### src/hdl/cas_pkg.sv
`timescale 1ns / 1ps
// ----------------------------------------------------------------------------
// cas_pkg: shared types and constants of the clamp alignment sequencer
// Beat structs for both channels, step codes, register indexes and the
// reset values of the delay registers.
// ----------------------------------------------------------------------------
package cas_pkg;

  // Width of one delay register and of the register index on the write port
  localparam int unsigned DelayW    = 16;
  localparam int unsigned CfgIndexW = 8;

  // Register indexes
  localparam logic [CfgIndexW-1:0] RegPreExtend   = 8'd0;
  localparam logic [CfgIndexW-1:0] RegExtendHold  = 8'd1;
  localparam logic [CfgIndexW-1:0] RegAfterRetract = 8'd2;
  localparam logic [CfgIndexW-1:0] RegClampSettle = 8'd3;

  // Register reset values
  localparam logic [DelayW-1:0] PreExtendRst    = 16'd500;
  localparam logic [DelayW-1:0] ExtendHoldRst   = 16'd500;
  localparam logic [DelayW-1:0] AfterRetractRst = 16'd200;
  localparam logic [DelayW-1:0] ClampSettleRst  = 16'd200;

  // Sequence step codes
  localparam logic [3:0] StepNudge      = 4'd0;
  localparam logic [3:0] StepMotorWait  = 4'd1;
  localparam logic [3:0] StepAlignExt   = 4'd2;
  localparam logic [3:0] StepPreDwell   = 4'd3;
  localparam logic [3:0] StepLeftClamp  = 4'd4;
  localparam logic [3:0] StepHoldDwell  = 4'd5;
  localparam logic [3:0] StepAlignRet   = 4'd6;
  localparam logic [3:0] StepRetDwell   = 4'd7;
  localparam logic [3:0] StepRightClamp = 4'd8;
  localparam logic [3:0] StepSettle     = 4'd9;

  // One input beat: one tick
  typedef struct packed {
    logic start_pressed;
    logic motor_busy;
  } in_beat_t;

  // One result beat
  typedef struct packed {
    logic [3:0] step_now;
    logic       motor_nudge;
    logic       align_extend;
    logic       align_retract;
    logic       left_clamp_on;
    logic       right_clamp_on;
    logic       sequence_done;
    logic       aborted;
  } out_beat_t;

  // Dwell delays handed from the register file to the step logic
  typedef struct packed {
    logic [DelayW-1:0] pre_extend;
    logic [DelayW-1:0] extend_hold;
    logic [DelayW-1:0] after_retract;
    logic [DelayW-1:0] clamp_settle;
  } delays_t;

endpackage

### src/hdl/cas_cfg_regs.sv
`timescale 1ns / 1ps
// ----------------------------------------------------------------------------
// cas_cfg_regs: delay register file
// Four 16-bit dwell delays, written one per beat; indexes past the last
// register are dropped.
// ----------------------------------------------------------------------------
module cas_cfg_regs import cas_pkg::*; (
  input  logic                 clk_i,
  input  logic                 rst_ni,
  input  logic                 cfg_valid_i,
  output logic                 cfg_ready_o,
  input  logic [CfgIndexW-1:0] cfg_index_i,
  input  logic [DelayW-1:0]    cfg_data_i,
  output delays_t              delays_o
);

  delays_t delays_q;

  // Always take a write
  assign cfg_ready_o = 1'b1;
  assign delays_o    = delays_q;

  // Update the addressed register
  always_ff @(posedge clk_i or negedge rst_ni) begin
    if (!rst_ni) begin
      delays_q.pre_extend    <= PreExtendRst;
      delays_q.extend_hold   <= ExtendHoldRst;
      delays_q.after_retract <= AfterRetractRst;
      delays_q.clamp_settle  <= ClampSettleRst;
    end else if (cfg_valid_i && cfg_ready_o) begin
      unique case (cfg_index_i)
        RegPreExtend:    delays_q.pre_extend    <= cfg_data_i;
        RegExtendHold:   delays_q.extend_hold   <= cfg_data_i;
        RegAfterRetract: delays_q.after_retract <= cfg_data_i;
        RegClampSettle:  delays_q.clamp_settle  <= cfg_data_i;
        default: ;
      endcase
    end
  end

endmodule

### src/hdl/cas_step_logic.sv
`timescale 1ns / 1ps
// ----------------------------------------------------------------------------
// cas_step_logic: sequence step and dwell timer
// Holds the step and the saturating tick counter and works out one tick:
// next step, next count and the result beat.
// ----------------------------------------------------------------------------
module cas_step_logic import cas_pkg::*; #(
  parameter int unsigned TIMER_WIDTH = 16
) (
  input  logic      clk_i,
  input  logic      rst_ni,
  input  logic      en_i,
  input  in_beat_t  tick_i,
  input  delays_t   delays_i,
  output out_beat_t result_o
);

  localparam int unsigned CmpW = (TIMER_WIDTH > DelayW) ? TIMER_WIDTH : DelayW;
  localparam logic [TIMER_WIDTH-1:0] TimerMax = {TIMER_WIDTH{1'b1}};

  logic [3:0]             step_q, step_d;
  logic [TIMER_WIDTH-1:0] timer_q, timer_d;
  logic [TIMER_WIDTH-1:0] timer_inc;
  logic [DelayW-1:0]      dwell_delay;
  logic                   dwell_over;

  // Count the tick, saturating
  assign timer_inc = (timer_q == TimerMax) ? timer_q : timer_q + 1'b1;

  // Pick the delay of the current dwell
  always_comb begin
    unique case (step_q)
      StepPreDwell:  dwell_delay = delays_i.pre_extend;
      StepHoldDwell: dwell_delay = delays_i.extend_hold;
      StepRetDwell:  dwell_delay = delays_i.after_retract;
      default:       dwell_delay = delays_i.clamp_settle;
    endcase
  end

  assign dwell_over = CmpW'(timer_inc) >= CmpW'(dwell_delay);

  // Work out the next step and the pulses
  always_comb begin
    step_d   = step_q;
    timer_d  = timer_q;
    result_o = '0;
    if (tick_i.start_pressed) begin
      step_d           = StepNudge;
      timer_d          = '0;
      result_o.aborted = 1'b1;
    end else begin
      unique case (step_q)
        StepNudge: begin
          result_o.motor_nudge = 1'b1;
          step_d  = StepMotorWait;
          timer_d = '0;
        end
        StepMotorWait: begin
          if (!tick_i.motor_busy) begin
            step_d  = StepAlignExt;
            timer_d = '0;
          end
        end
        StepAlignExt: begin
          result_o.align_extend = 1'b1;
          step_d  = StepPreDwell;
          timer_d = '0;
        end
        StepLeftClamp: begin
          result_o.left_clamp_on = 1'b1;
          step_d  = StepHoldDwell;
          timer_d = '0;
        end
        StepAlignRet: begin
          result_o.align_retract = 1'b1;
          step_d  = StepRetDwell;
          timer_d = '0;
        end
        StepRightClamp: begin
          result_o.right_clamp_on = 1'b1;
          step_d  = StepSettle;
          timer_d = '0;
        end
        StepPreDwell, StepHoldDwell, StepRetDwell: begin
          timer_d = timer_inc;
          if (dwell_over) begin
            step_d  = step_q + 4'd1;
            timer_d = '0;
          end
        end
        StepSettle: begin
          timer_d = timer_inc;
          if (dwell_over) begin
            result_o.sequence_done = 1'b1;
            step_d  = StepNudge;
            timer_d = '0;
          end
        end
        default: begin
          // Unused code: fall back to the start of the sequence
          step_d  = StepNudge;
          timer_d = '0;
        end
      endcase
    end
    result_o.step_now = step_d;
  end

  // Advance the state on each processed tick
  always_ff @(posedge clk_i or negedge rst_ni) begin
    if (!rst_ni) begin
      step_q  <= StepNudge;
      timer_q <= '0;
    end else if (en_i) begin
      step_q  <= step_d;
      timer_q <= timer_d;
    end
  end

  // A start press always lands on step 0 with a clear timer
  a_abort_clears : assert property (@(posedge clk_i) disable iff (!rst_ni)
    en_i && tick_i.start_pressed |=> step_q == StepNudge && timer_q == '0)
    else $error("abort did not clear step and timer");

  // State holds between ticks
  a_hold_idle : assert property (@(posedge clk_i) disable iff (!rst_ni)
    !en_i |=> $stable(step_q) && $stable(timer_q))
    else $error("state moved without a tick");

  // The timer only runs inside a dwell step
  a_timer_dwell : assert property (@(posedge clk_i) disable iff (!rst_ni)
    timer_q != '0 |-> step_q == StepPreDwell || step_q == StepHoldDwell ||
                      step_q == StepRetDwell || step_q == StepSettle)
    else $error("timer running outside a dwell");

endmodule

### src/hdl/clamp_alignment_sequencer_unit.sv
`timescale 1ns / 1ps
// ----------------------------------------------------------------------------
// clamp_alignment_sequencer_unit: clamp alignment sequencer top level
// Input register, step logic, result register and the delay register file.
// ----------------------------------------------------------------------------
// Each input beat is one millisecond tick and yields exactly one result beat.
// A beat is captured in an input register; the step and dwell timer are
// updated as the result is loaded into the output register, which waits
// while a stalled result is still held there. One beat is taken every cycle
// while the output side keeps up; the output register and the input register
// together absorb a stall without losing a beat. Delay registers are to be
// written through the config port only while no tick is in flight; the block
// itself does not enforce this.
// ----------------------------------------------------------------------------
module clamp_alignment_sequencer_unit import cas_pkg::*; #(
  parameter int unsigned TIMER_WIDTH = 16
) (
  input  logic                 clk_i,
  input  logic                 rst_ni,
  input  logic                 in_valid_i,
  output logic                 in_stall_o,
  input  in_beat_t             in_data_i,
  output logic                 out_valid_o,
  input  logic                 out_stall_i,
  output out_beat_t            out_data_o,
  input  logic                 cfg_valid_i,
  output logic                 cfg_ready_o,
  input  logic [CfgIndexW-1:0] cfg_index_i,
  input  logic [DelayW-1:0]    cfg_data_i
);

  logic      in_valid_q;
  in_beat_t  in_data_q;
  logic      out_valid_q;
  out_beat_t out_data_q;
  out_beat_t result;
  delays_t   delays;
  logic      out_free;
  logic      advance;

  cas_cfg_regs u_cfg (
    .clk_i       (clk_i),
    .rst_ni      (rst_ni),
    .cfg_valid_i (cfg_valid_i),
    .cfg_ready_o (cfg_ready_o),
    .cfg_index_i (cfg_index_i),
    .cfg_data_i  (cfg_data_i),
    .delays_o    (delays)
  );

  cas_step_logic #(
    .TIMER_WIDTH (TIMER_WIDTH)
  ) u_step (
    .clk_i    (clk_i),
    .rst_ni   (rst_ni),
    .en_i     (advance),
    .tick_i   (in_data_q),
    .delays_i (delays),
    .result_o (result)
  );

  // Move a beat forward when the result register is free or being emptied
  assign out_free   = !out_valid_q || !out_stall_i;
  assign advance    = in_valid_q && out_free;
  assign in_stall_o = in_valid_q && !out_free;

  // Capture an accepted beat
  always_ff @(posedge clk_i or negedge rst_ni) begin
    if (!rst_ni) begin
      in_valid_q <= 1'b0;
    end else if (!in_stall_o) begin
      in_valid_q <= in_valid_i;
    end
  end

  always_ff @(posedge clk_i) begin
    if (in_valid_i && !in_stall_o) begin
      in_data_q <= in_data_i;
    end
  end

  // Load the result register
  always_ff @(posedge clk_i or negedge rst_ni) begin
    if (!rst_ni) begin
      out_valid_q <= 1'b0;
    end else if (out_free) begin
      out_valid_q <= in_valid_q;
    end
  end

  always_ff @(posedge clk_i) begin
    if (advance) begin
      out_data_q <= result;
    end
  end

  assign out_valid_o = out_valid_q;
  assign out_data_o  = out_data_q;

endmodule

### config.mk
export PLATFORM = sky130hd
export DESIGN_NAME = clamp_alignment_sequencer_unit
export DESIGN_NICKNAME = d
export VERILOG_FILES = /design/src/hdl/cas_pkg.sv /design/src/hdl/cas_cfg_regs.sv /design/src/hdl/cas_step_logic.sv /design/src/hdl/clamp_alignment_sequencer_unit.sv
export SDC_FILE = /design/constraint.sdc
export NUM_CORES = 1
export LEC_CHECK = 0
export BUFFER_PORTS_ARGS = -buffer_cell sky130_fd_sc_hd__buf_2
export CAP_MARGIN = 20
export CORE_UTILIZATION = 31
export DETAILED_ROUTE_END_ITERATION = 6
export HOLD_SLACK_MARGIN = 0.05
export PLACE_DENSITY = 0.59
export SLEW_MARGIN = 20
export SYNTH_ARGS = -nofsm -noshare
export SYNTH_HDL_FRONTEND = slang
export SYNTH_HIERARCHICAL = 1
export SYNTH_SLANG_ARGS = --single-unit
export TNS_END_PERCENT = 50
### constraint.sdc
create_clock -name clk_i -period 7.2 [get_ports clk_i]
set_clock_uncertainty 0.2 [all_clocks]
set_input_delay 0.72 -clock clk_i [delete_from_list [all_inputs] [get_ports clk_i]]
set_output_delay 0.72 -clock clk_i [all_outputs]
set_load 0.01 [all_outputs]
==> run metrics, run 1 <==
run status finished with violations; failing checks DRC; Die Y 135 microns; CTS tree built; routed wire length 12700 microns; crit share post-route 67.1%; # DRC 11; initial antenna violation count 0; max-slew violation count 0; Leak 2.75 nW; CTS max path bufs 2; number of global-route vias before repair 3989; Ports 45; critical path's largest stage delay 1.04 ns; CP max FO 27; Vias/cell 5.48; commonest non-fill, non-tap cell in the layout mux2_2; final hold viol count 0; crit path cell chain and3b_1 -> a222oi_1 -> ha_1 -> nand4_1 -> or2_2 -> o31ai_1 -> nor2_1 -> ha_1 -> a21oi_1 -> o21ai_0 -> a21oi_1 -> nor2_1; overall routing resource usage 14.8%; die footprint 18300 sq um; clock latency on the worst-skew pair 0.35 ns; setup tns final 0 ns; Synth top area share 30.9%; max_cap viols 0; htree depth 3; final setup fails 0; gr ovfl total 0; first-pass GRT wire length 21000 microns; CTS buffer count 9; Initial Util 31.8%; Synth Warn # 6; P per Cell Area 240 nW/um^2; Die X 135 microns; peak supply drop 0.000119 V; Post-Layout Cell Count 717; Slew @ Worst Pin 1.06 ns; Synth cell types 64; CTS Hold Buffers Added 0; Worst setup EP type flip-flop; core footprint 17300 sq um; WS Path Type reg2reg; ant diodes 0; Avg WL per Cell 17.7 microns; Area growth syn-to-layout 11.3%; Synth Register Bits 99; Util after Layout 35.4%; share of layout cells above drive strength 1 36.8%; Via Count 3932; syn_area_per_cell 11.9 sq um; post-DP HPWL 8760 microns; fmax 0.207 GHz; DRT antenna net count 0; area leader, netlist dfrtp_1; Clock Sinks 99; Async SR Flop Fraction 86.9%; crit path max-delay cell type dfrtp_1; I/O Buffers 43; Worst Path Required 7.10 ns; DRT Pass-1 Iters 7; top post-synthesis cells by area dfrtp_1, mux2_2, dfstp_2; pin count of the biggest net entering global routing 87; Rel. slew slack 29.2%; post-synthesis sequential area ratio 46.6%; synthesized area 5510 sq um; placed cell count 701; Root Buffer clkbuf_16; Resize count post-CTS 0; crit path DAT 4.73 ns; initial DRC count 300; Net Count, Synth 515; Worst-path clk slew 0.07 ns; RSZ-0062 raised after global routing false; flop2flop setup slack 2.37 ns; Cell Rows 48; Post-CTS Setup Inserts 0; EDFF count, synth 13; Setup crit start kind flip-flop; most frequent cells in the layout mux2_2, dfrtp_1, buf_2; HP Class in2async; Mapped Cells 462; ys flop type dfrtp_1; routability cong. 0.833; nets 540; Tmin final 4.83 ns
-- logic make-up after synthesis --
| kind of cell | Yosys count | share of synthesized area [%] |
|---|---|---|
| simple gates | 110 | 12.4 |
| flops | 99 | 46.6 |
| mux | 82 | 16.9 |
| fa+ha+maj | 22 | 5.00 |
| other cells | 1 | 0.0681 |
| buf+inv | 41 | 4.07 |
| xor+xnor | 9 | 1.43 |
| compound gates | 98 | 13.6 |
-- synthesized netlist by cell type, types with 9 or more instances --
cell type	instances
buf_2	13
mux2_2	80
nand3_1	11
dfrtp_1	68
o21ai_0	9
inv_1	9
dfstp_2	18
nand2_1	23
a41oi_1	10
nor2_1	16
a21oi_1	12
edfxtp_1	13
a222oi_1	16
nand4_1	12
a31oi_1	12
ha_1	22
-- registers in the layout, indices dropped and copies added (netlist names) --
register,flops
out_valid_o,1
u_step/step_q,4
in_valid_q,1
in_data_q,2
u_step/timer_q,16
u_cfg/delays_o,64
out_data_o,11
-- worst max-delay path, delay by kind of cell (launching register included) --
family                   cells  cell delay, ns
AO/OA/AOI/OAI                5            1.22
flip-flops                   1            1.04
adder cells (fa/ha/maj)      2            0.63
AND/OR/NAND/NOR              5            1.50
-- final cells by class --
type,instances,area [sq um]
fill,1741,11200
multi-input combinational,322,2730
tap,225,282
clock buffer,11,243
timing repair buffer,46,244
clock inverter,5,36.3
sequential,99,2560
inverter,9,33.8
-- where the power goes --
group	total [mW]	leakage, nW	switching, mW	internal (mW)
clock network	0.456	0.133	0.211	0.245
registers	0.669	1.24	0.0558	0.613
logic	0.347	1.37	0.214	0.133
total	1.47	2.75	0.481	0.991
-- per-layer routing --
layer	routed length, microns	share of wire (%)	vias to the layer above	GRT usage [%]
met3	486	3.8	11	2.99
met2	5950	47	97	23.6
li1	-	-	1836	-
met5	0	0	-	0
met1	6070	48	1988	20.3
met4	148	1.2	0	4.43
-- through the flow --
stage	total power, mW	instance area (sq um)	hold slack (ns)	setup WS [ns]
2_1_floorplan	0.918	5510	0.224	3.16
4_1_cts	1.48	6120	0.304	2.34
3_5_place_dp	1.02	5840	0.287	2.34
3_3_place_gp	1.01	5840	0.277	2.51
6_report	1.47	6130	0.191	2.37
5_1_grt	1.56	6130	0.289	2.01
-- worst paths after layout --
check,start,endpoint,depth (start not counted)
worst max-delay path,u_step/step_q[2]$_DFFE_PN0P_,out_data_o[7]$_DFFE_PP_,12
worst min register to register,u_cfg/delays_o[58]$_DFFE_PN0P_,u_cfg/delays_o[58]$_DFFE_PN0P_,1
min in group clk_i,u_cfg/delays_o[58]$_DFFE_PN0P_,u_cfg/delays_o[58]$_DFFE_PN0P_,1
worst max register to register,u_step/step_q[2]$_DFFE_PN0P_,out_data_o[7]$_DFFE_PP_,12
worst min-delay path,rst_ni,u_step/step_q[1]$_DFFE_PN0P_,1
max in group asynchronous,rst_ni,u_step/timer_q[1]$_DFFE_PN0P_,1
Power figures use the tool's default switching activity.
==> run 2, diff against run 1 <==
PLACE_DENSITY = 0.6   (was 0.59)
clock period = 4.4 ns   (was 7.2 ns; I/O delays follow)
==> run 2 against run 1 <==
The run now ends clean. Core utilization increased by 0.69 points. Critical path type unchanged. Critical path depth is 5 higher. Hold slack lost 0.093 ns. Via count rose by 3.2%. Combinational power rose by 97%.
==> run metrics, run 2 (synthesis gave the netlist of run 1 again) <==
run status complete, no violations; Resize count post-CTS 0; most frequent cells in the layout mux2_2, dfrtp_1, buf_2; Area growth syn-to-layout 13.5%; crit path max-delay cell type dfrtp_1; routed wire length 12800 microns; Worst setup EP type flip-flop; DRT antenna net count 0; hold path start in_valid_i; final hold viol count 0; Worst-path clk slew 0.07 ns; Tmin final 4.10 ns; Worst Path Required 4.31 ns; hold depth 2; Hold Path End in_valid_q$_DFFE_PN0N_; R2R Path End out_data_o[7]$_DFFE_PP_; DRT Pass-1 Iters 5; core footprint 17300 sq um; placed cell areas 5930 sq um; Reg2Reg Depth 17; routability cong. 0.878; Die Y 135 microns; Via Count 4056; Cell Rows 48; clock latency on the worst-skew pair 0.35 ns; Rel. slew slack 49.0%; gr ovfl total 0; Vias/cell 5.56; CP max FO 8; max-slew violation count 0; die footprint 18300 sq um; peak supply drop 0.000194 V; flop2flop setup slack 0.30 ns; fmax 0.244 GHz; Tot Pwr 2.50 mW; Post-Layout Cell Count 730; Clock Sinks 99; initial DRC count 276; Leak 2.81 nW; HP Class in2reg; post-DP HPWL 9100 microns; max_cap viols 0; crit share post-route 93.2%; number of flip-flops in the largest register 64; Comb pwr share 27.4%; CTS tree built; nets 553; Slew @ Worst Pin 0.765 ns; clock network power share 30.6%; setup tns final 0 ns; crit path cell chain ha_1 -> nand2_1 -> nor4_4 -> buf_4 -> nand2_2 -> and3_1 -> nor2_1 -> ha_1 -> o21ai_0 -> a211o_1 -> o31ai_1 -> nor2_1 -> ha_1 -> a21oi_1 -> o21ai_0 -> a21oi_1 -> nor2_1; share of layout cells above drive strength 1 38.0%; initial antenna violation count 0; Reg2Reg Launch Point u_step/timer_q[0]$_DFFE_PN0P_; commonest non-fill, non-tap cell in the layout mux2_2; pin count of the biggest net entering global routing 59; Root Buffer clkbuf_16; P per Cell Area 400 nW/um^2; # DRC 0; WS Path Type reg2reg; placed cell count 711; Avg WL per Cell 17.5 microns; Switching Fraction 33.3%; Filler cells 1717; CTS max path bufs 2; htree depth 3; Internal Power 1.67 mW; Initial Util 31.8%; I/O Buffers 43; critical path's largest stage delay 0.44 ns; number of global-route vias before repair 4060; RSZ-0062 raised after global routing false; post-route cell area 6250 sq um; ant diodes 0; final setup fails 0; Ports 45; net switching power 0.834 mW; sequential share of power 42.0%; overall routing resource usage 15.0%; CTS buffer count 9; Die X 135 microns; first-pass GRT wire length 21200 microns; crit path DAT 4.01 ns; Setup crit start kind flip-flop
==> run 2: changes by cell type in the layout (fill, tap and decap cells not counted) <==
cell and delta:
inv_8 +1, buf_4 +10, buf_12 +1, buf_6 -1, clkinvlp_4 +1, clkbuf_8 -1, inv_4 -2, inv_6 +2
clkbuf_1 -1, dlygate4sd3_1 +3
==> run 2: power groups by stage <==
stage / Clock (mW) / Combinational [mW] / Sequential, mW
after global routing: 0.831 / 0.747 / 1.06
final: 0.766 / 0.684 / 1.05
after global placement: 0 / 0.669 / 1.06
after detailed placement: 0 / 0.675 / 1.07
after CTS: 0.796 / 0.679 / 1.05
after floorplan: 0 / 0.441 / 1.06
==> run 2: how the worst max path moves through the flow <==
stage / start / endpoint / slack (ns)
final: u_step/timer_q[0]$_DFFE_PN0P_ / out_data_o[7]$_DFFE_PP_ / 0.30
after global routing: u_step/timer_q[0]$_DFFE_PN0P_ / out_data_o[7]$_DFFE_PP_ / 0.04
after CTS: u_step/step_q[1]$_DFFE_PN0P_ / out_data_o[7]$_DFFE_PP_ / 0.26
after detailed placement: u_step/step_q[1]$_DFFE_PN0P_ / out_data_o[7]$_DFFE_PP_ / 0.27
after global placement: u_step/step_q[1]$_DFFE_PN0P_ / out_data_o[7]$_DFFE_PP_ / 0.32
after floorplan: u_step/step_q[1]$_DFFE_PN0P_ / out_data_o[7]$_DFFE_PP_ / 0.36
==> run 2: repair_timing <==
item,in CTS,in global routing
hold buffers,3,0
setup buffers,0,0
hold endpoints to repair,47,0
==> run 2: metal layers <==
layer	wire length (microns)	GRT usage, %	vias up
met5	0	0	-
met4	276	6.80	0
met3	645	2.58	16
met2	6100	24.1	114
met1	5730	19.8	2066
li1	-	-	1860
==> run 2: metrics by stage <==
stage                     worst slack, ns  hold WS (ns)  util (%)
after CTS                           0.262        0.0828      36.1
after floorplan                     0.356       -0.0556         -
final                               0.301        0.0984      36.1
after global placement              0.315         0.275      34.3
after global routing               0.0444         0.108      36.1
after detailed placement            0.272         0.287      34.3
==> run 2: cell type report <==
cell class                      count  area (sq um)  area share [%]
Clock buffer                        9           225            3.60
Clock inverter                      7          60.1           0.961
Inverter                            9          33.8           0.541
Multi-Input combinational cell    322          2730            43.6
Sequential cell                    99          2560            41.0
Tap cell                          225           282            4.50
Timing Repair Buffer               59           358            5.73
==> run 2: critical path: cells and delay by family, from the launching register on <==
kind | cells | cell delay (ns)
fa+ha+maj | 3 | 0.69
flops | 1 | 0.44
compound gates | 6 | 1.11
simple gates | 7 | 1.18
buf+inv | 1 | 0.23
